--- config.mk ---
export PLATFORM = sky130hd
export DESIGN_NAME = pse_ctrl
export DESIGN_NICKNAME = d
export VERILOG_FILES = /design/src/rtl/pse_pkg.sv /design/src/rtl/pse_ctrl.sv
export SDC_FILE = /design/constraint.sdc
export NUM_CORES = 1
export LEC_CHECK = 0
export ABC_AREA = 1
export ABC_CLOCK_PERIOD_IN_PS = 2400
export BUFFER_PORTS_ARGS = -buffer_cell sky130_fd_sc_hd__clkbuf_2
export CAP_MARGIN = 20
export CORE_MARGIN = 5
export CORE_UTILIZATION = 43
export CTS_CLUSTER_DIAMETER = 100
export DETAILED_ROUTE_END_ITERATION = 6
export GPL_ROUTABILITY_DRIVEN = 0
export PLACE_DENSITY = 0.71
export SLEW_MARGIN = 0
export SYNTH_ARGS = -nofsm -noshare
export SYNTH_HDL_FRONTEND = slang
export SYNTH_SLANG_ARGS = --single-unit
--- constraint.sdc ---
create_clock -name clk_i -period 2.4 [get_ports clk_i]
set_input_delay 0.24 -clock clk_i [delete_from_list [all_inputs] [get_ports clk_i]]
set_output_delay 0.24 -clock clk_i [all_outputs]
set_load 0.005 [all_outputs]
--- src/rtl/pse_pkg.sv ---
package pse_pkg;

  // Result kinds.
  localparam logic [1:0] KIND_START = 2'd0;
  localparam logic [1:0] KIND_END   = 2'd1;
  localparam logic [1:0] KIND_RECT  = 2'd2;

  // Event sources.
  localparam logic [1:0] SRC_MOUSE  = 2'd0;
  localparam logic [1:0] SRC_PEN    = 2'd1;
  localparam logic [1:0] SRC_ERASER = 2'd2;
  localparam logic [1:0] SRC_CURSOR = 2'd3;

  // Request types.
  localparam logic REQ_START = 1'b0;
  localparam logic REQ_DRAW  = 1'b1;

  // Configuration register indexes.
  localparam logic [1:0] CFG_DEFAULT_THICK = 2'd0;
  localparam logic [1:0] CFG_PRESSURE_MAX  = 2'd1;
  localparam logic [1:0] CFG_SAFE_RADIUS   = 2'd2;

  // Quotient bits of the offset divider. The offset never exceeds a sixteenth
  // of the half-width plus rounding, so 14 bits always hold it.
  localparam int unsigned QW = 14;

  typedef struct packed {
    logic       accept;
    logic       hw_upd;
    logic       sqy;
    logic       root_init;
    logic       root_step;
    logic       mul;
    logic       div_init;
    logic       div_step;
    logic       corner;
    logic       box;
    logic       rect;
    logic       out_ld;
    logic [1:0] out_kind;
    logic       commit;
  } cmd_t;

  typedef struct packed {
    logic zero;
    logic root_last;
    logic div_last;
    logic out_free;
  } sts_t;

endpackage

--- src/rtl/pse_ctrl.sv ---
module pse_ctrl (
  input  logic          clk_i,
  input  logic          rst_ni,
  input  logic          in_valid_i,
  input  logic          req_type_i,
  output logic          in_stall_o,
  input  pse_pkg::sts_t sts_i,
  output pse_pkg::cmd_t cmd_o
);

  typedef enum logic [14:0] {
    S_IDLE   = 15'b000000000000001,
    S_HW     = 15'b000000000000010,
    S_SQY    = 15'b000000000000100,
    S_RINIT  = 15'b000000000001000,
    S_ROOT   = 15'b000000000010000,
    S_MUL    = 15'b000000000100000,
    S_DINIT  = 15'b000000001000000,
    S_DIV    = 15'b000000010000000,
    S_CORNER = 15'b000000100000000,
    S_BOX    = 15'b000001000000000,
    S_RECT   = 15'b000010000000000,
    S_OUT0   = 15'b000100000000000,
    S_OUT1   = 15'b001000000000000,
    S_OUT2   = 15'b010000000000000,
    S_SPARE  = 15'b100000000000000
  } state_e;

  state_e state_q, state_d;

  assign in_stall_o = (state_q != S_IDLE);

  always_comb begin
    state_d = state_q;
    cmd_o   = '0;
    case (state_q)
      S_IDLE: begin
        if (in_valid_i) begin
          cmd_o.accept = 1'b1;
          if (req_type_i == pse_pkg::REQ_DRAW) begin
            state_d = S_HW;
          end
        end
      end
      S_HW: begin
        cmd_o.hw_upd = 1'b1;
        state_d = sts_i.zero ? S_IDLE : S_SQY;
      end
      S_SQY: begin
        cmd_o.sqy = 1'b1;
        state_d = S_RINIT;
      end
      S_RINIT: begin
        cmd_o.root_init = 1'b1;
        state_d = S_ROOT;
      end
      S_ROOT: begin
        cmd_o.root_step = 1'b1;
        if (sts_i.root_last) begin
          state_d = S_MUL;
        end
      end
      S_MUL: begin
        cmd_o.mul = 1'b1;
        state_d = S_DINIT;
      end
      S_DINIT: begin
        cmd_o.div_init = 1'b1;
        state_d = S_DIV;
      end
      S_DIV: begin
        cmd_o.div_step = 1'b1;
        if (sts_i.div_last) begin
          state_d = S_CORNER;
        end
      end
      S_CORNER: begin
        cmd_o.corner = 1'b1;
        state_d = S_BOX;
      end
      S_BOX: begin
        cmd_o.box = 1'b1;
        state_d = S_RECT;
      end
      S_RECT: begin
        cmd_o.rect = 1'b1;
        state_d = S_OUT0;
      end
      S_OUT0: begin
        cmd_o.out_kind = pse_pkg::KIND_START;
        if (sts_i.out_free) begin
          cmd_o.out_ld = 1'b1;
          state_d = S_OUT1;
        end
      end
      S_OUT1: begin
        cmd_o.out_kind = pse_pkg::KIND_END;
        if (sts_i.out_free) begin
          cmd_o.out_ld = 1'b1;
          state_d = S_OUT2;
        end
      end
      S_OUT2: begin
        cmd_o.out_kind = pse_pkg::KIND_RECT;
        if (sts_i.out_free) begin
          cmd_o.out_ld = 1'b1;
          cmd_o.commit = 1'b1;
          state_d = S_IDLE;
        end
      end
      default: begin
        state_d = S_IDLE;
      end
    endcase
  end

  always_ff @(posedge clk_i or negedge rst_ni) begin
    if (!rst_ni) begin
      state_q <= S_IDLE;
    end else begin
      state_q <= state_d;
    end
  end

endmodule

# Yosys cells after proc, flatten, opt, wreduce, memory -nomap -nowiden

Cells that the tools add are included.

Bits of input ports: 8
Bits in writable memories: 0
Register bits: 15
Memories kept: 0
ROM bits: 0
Word-level logic and storage cells: 48
Output and inout port bits: 16
Bits in latches: 0

Mux-type cells: 24
Div/mod/pow operators: 0
Reduce and logical (&&, ||, !) cells: 1
Bitwise logic cells: 0
Eq/ne operators: 22
Add/sub/neg operators: 0
Magnitude comparators: 0
Shifts and indexed selects: 0
Multiply operators: 0

Operators by type and width:

| operator               | count |
|---|---|
| $pmux W15 S14          | 1 |
| $mux W15               | 7 |
| $eq A15 B1 Y1 const B  | 1 |
| $eq A15 B10 Y1 const B | 1 |
| $eq A15 B11 Y1 const B | 1 |
| $eq A15 B12 Y1 const B | 1 |
| $eq A15 B13 Y1 const B | 1 |
| $eq A15 B14 Y1 const B | 1 |
| $eq A15 B2 Y1 const B  | 1 |
| $eq A15 B3 Y1 const B  | 1 |
| $eq A15 B4 Y1 const B  | 1 |
| $eq A15 B5 Y1 const B  | 1 |
| $eq A15 B6 Y1 const B  | 1 |
| $eq A15 B7 Y1 const B  | 1 |
| $eq A15 B8 Y1 const B  | 1 |
| $eq A15 B9 Y1 const B  | 1 |
| $ne A15 B1 Y1 const B  | 1 |
| $mux W1                | 14 |
| $ne A2 B2 Y1 const B   | 7 |
| $pmux W3 S3            | 1 |
| $reduce_and A7 Y1      | 1 |
| $mux W3                | 1 |

# Logic depth before layout (Yosys ltp)

Depth after elaboration: 3
Mapped depth: 10
Mapped depth without buffers: 10

# Worst setup path after synthesis

No wires, ideal clock.

Path type: register to register
Start: register state_q[0]
End: register state_q[12]
Cell stages (with the launch flop): 10
Buffers on the path: 0
Slack: 1.013 ns
Data required time: 2.280 ns
Period minus slack after synthesis: 1.387 ns
Arrival time: 1.267 ns
Library setup time: 0.120 ns
Path through: dfstp_2 -> nor2_2 -> nand2_2 -> inv_1 -> nand3_4 -> nor2_1 -> nor2_2 -> nand2_4 -> nor2_1 -> a21oi_2

Cells in the longest elaborated chain, start to end: 3
Elaborated cells between the ends (all ways): 23
Classes of those cells: 21 x eq/ne; 1 x mux; 1 x reduce/logical

Ends and longest elaborated chain:

| what                                        | line            | RTL |
|---|---|---|
| start, declared                             | pse_ctrl.sv:29  | `state_e state_q, state_d;` |
| start signal, assigned                      | pse_ctrl.sv:121 | `state_q <= state_d;` |
| $eq A15 B5 Y1, or another cell as far along | pse_ctrl.sv:36  | `case (state_q)` |
| $ne A2 B2 Y1 (no line)                      | n/a             |  |
| $reduce_and A7 Y1 (no line)                 | n/a             |  |

Parallel ways exist; a longest one is shown, timed or not.
A chain may end at the register's enable or synchronous reset.

==> results.cfg <==
[logic_synthesis]
netlist_area_um2 = 970
ys_seq_area_frac = 0.363
yosysTopAreaCell = dfrtp_1
postSynthCellCount = 140
yosysMostFrequentCell = nor2_1
synth_top_area_frac = 0.335
yosys_warnings = 0
syn_nets = 148
synth.avg_cell_area_um2 = 6.93
yosys-top-cells-count = 31 x nor2_1, 29 x inv_1, 26 x nand2_1, 13 x dfrtp_1, 9 x nand3_1
ys_top_cells_by_area = dfrtp_1 34%, nor2_1 12%, inv_1 11%
synthFlopType = dfrtp_1
synth_cell_types = 21
synth-seq-cells = 14
synth_edf_count = 0
async_flop_share = 1.00

[cts]
ctsResizeCount = 0
ctsLongestPathBuffers = 2
cts.sinks = 14
cts_setup_buffers = 0
h-tree-depth = 1
cts.clk_slew.worst_paths_ps = 90
worstSkewPairLatency_ps = 280
cts_buffers = 3
cts_tree = yes
root_buffer = clkbuf_4

[drt]
antenna_left = 0
drt-total-wl_mm = 2.08
dr.pass1.iters = 4
drt_iter0_markers = 29
route.vias.total = 895
post-route-drc-count = 0
wl_per_cell_um = 10.6
viasPerCell = 4.57

[setup_path]
critPathCaptureType = primary output
start_kind = flop
r2r_cells = 9
critPathArrivalTime_ps = 1600
cp-startpoint = state_q[5]
reg2reg_slack_ps = 820
path_max_fanout = 6
timing.rr.start = state_q[0]
crit_type = flop to primary output
worstReg2RegEnd = state_q[12]
endpoint = cmd_o[3]
required_ps = 2160

[sta]
fin_skew_ps = 1.25
drv_slew = 0
rsz0062_at_grt = no
hold_viol = 0
hold_ws_ps = 118
slew-limit-headroom = 0.758
final.setup.tns_ps = 0
setup_violations = 0
fmax_mhz = 545
finalCritPeriodShare = 0.765
worst_pin_slew_ps = 363
period_minus_slack_ps = 1840

[power]
p_leak_uw = 0.000735
vdd_ir_drop_max_uv = 477
power_density_mw_per_mm2 = 769

[floorplanning]
coreArea_mm2 = 0.00219
num_rows = 17
start_util = 0.443
fp.dieH_um = 57.5
die_w_um = 57.5
die_area_mm2 = 0.00330
ios = 24

[global_routing]
grt_max_degree = 15
grt_pass1_vias = 835
grt_pass1_wl_mm = 3.49
grt_use_total = 0.139
grt.overflow.total = 0
antenna_found_initial = 0

[layout]
area_growth_pct = 20.3
n_antenna_cell = 0
drive_above_1_share = 0.298
final_net_count = 177
largest-register = state_q
largest_reg_flops = 14
top_regs = state_q x14
stdcell_count = 196

[place]
dpl.hpwl_mm = 1.63
port_buffers = 23
dp.cells = 191

[worst_hold_path]
hp-class = input port to flop

[outcome]
status = finished clean

[run]
drv_cap = 0
## per-layer routing
metal / share of wire / track usage
met5: 0 / 0
met4: 0.039 / 0.0927
met3: 0.035 / 0.0226
met2: 0.45 / 0.224
met1: 0.47 / 0.167
## cell usage in the layout, fill, tap and decap left out, drive strengths merged
cell,n
a21oi,5
a31oi,1
and2,1
clkbuf,27
dfrtp,13
dfstp,1
dlygate4sd3,1
inv,30
nand2,31
nand3,11
nand3b,1
nor2,43
o21ai,2
o22ai,1
## report_power, final
part	internal, uW	switching [uW]	total [uW]	leakage, uW
clock	92.3	81.5	174	0.0000210
sequential	270	28.3	299	0.000190
combinational	149	275	424	0.000524
## critical path: stages, from the launching register on
cell and delay, ps:
dfrtp_1 420, nor2_4 150, nand2_2 110, nor2_4 170, nand2_1 130, a31oi_1 190, clkbuf_2 140
## repair_timing
item                       4_1_cts  5_1_grt
hold buffers                     1        0
setup endpoints to repair        0        0
hold endpoints to repair        13        0
## per-stage QoR
step / worst slack, ps / total power [uW] / utilization / cell area (um^2)
2_1_floorplan: 1010 / 625 / - / 970
3_3_place_gp: 881 / 717 / 0.511 / 1120
3_5_place_dp: 834 / 727 / 0.511 / 1120
4_1_cts: 566 / 906 / 0.532 / 1170
5_1_grt: 438 / 975 / 0.532 / 1170
6_report: 565 / 896 / 0.532 / 1170
## kinds of logic after synthesis
| family | share of synthesized area |
|---|---|
| and+or+nand+nor | 0.465 |
| buffers and inverters | 0.116 |
| DFF | 0.363 |
| AOI/OAI and AO/OA | 0.0568 |
## worst min path at each step
| stage | cells past startpoint | slack (ps) | to | start |
|---|---|---|---|---|
| finish | 2 | 120 | state_q[2] | sts_i[3] |
| global route | 2 | 110 | state_q[2] | sts_i[3] |
| CTS | 2 | 110 | state_q[2] | sts_i[3] |
| detailed placement | 1 | 170 | state_q[12] | rst_ni |
| global placement | 1 | 160 | state_q[12] | rst_ni |
| floorplan | 0 | -60 | state_q[10] | rst_ni |
## layout make-up
| cell class | instances | area, um^2 |
|---|---|---|
| Tap cell | 28 | 35.0 |
| Inverter | 30 | 113 |
| Multi-Input combinational cell | 96 | 505 |
| Clock buffer | 4 | 36.3 |
| Fill cell | 222 | 1020 |
| Sequential cell | 14 | 352 |
| Timing Repair Buffer | 24 | 125 |
Power figures use the tool's default switching activity.
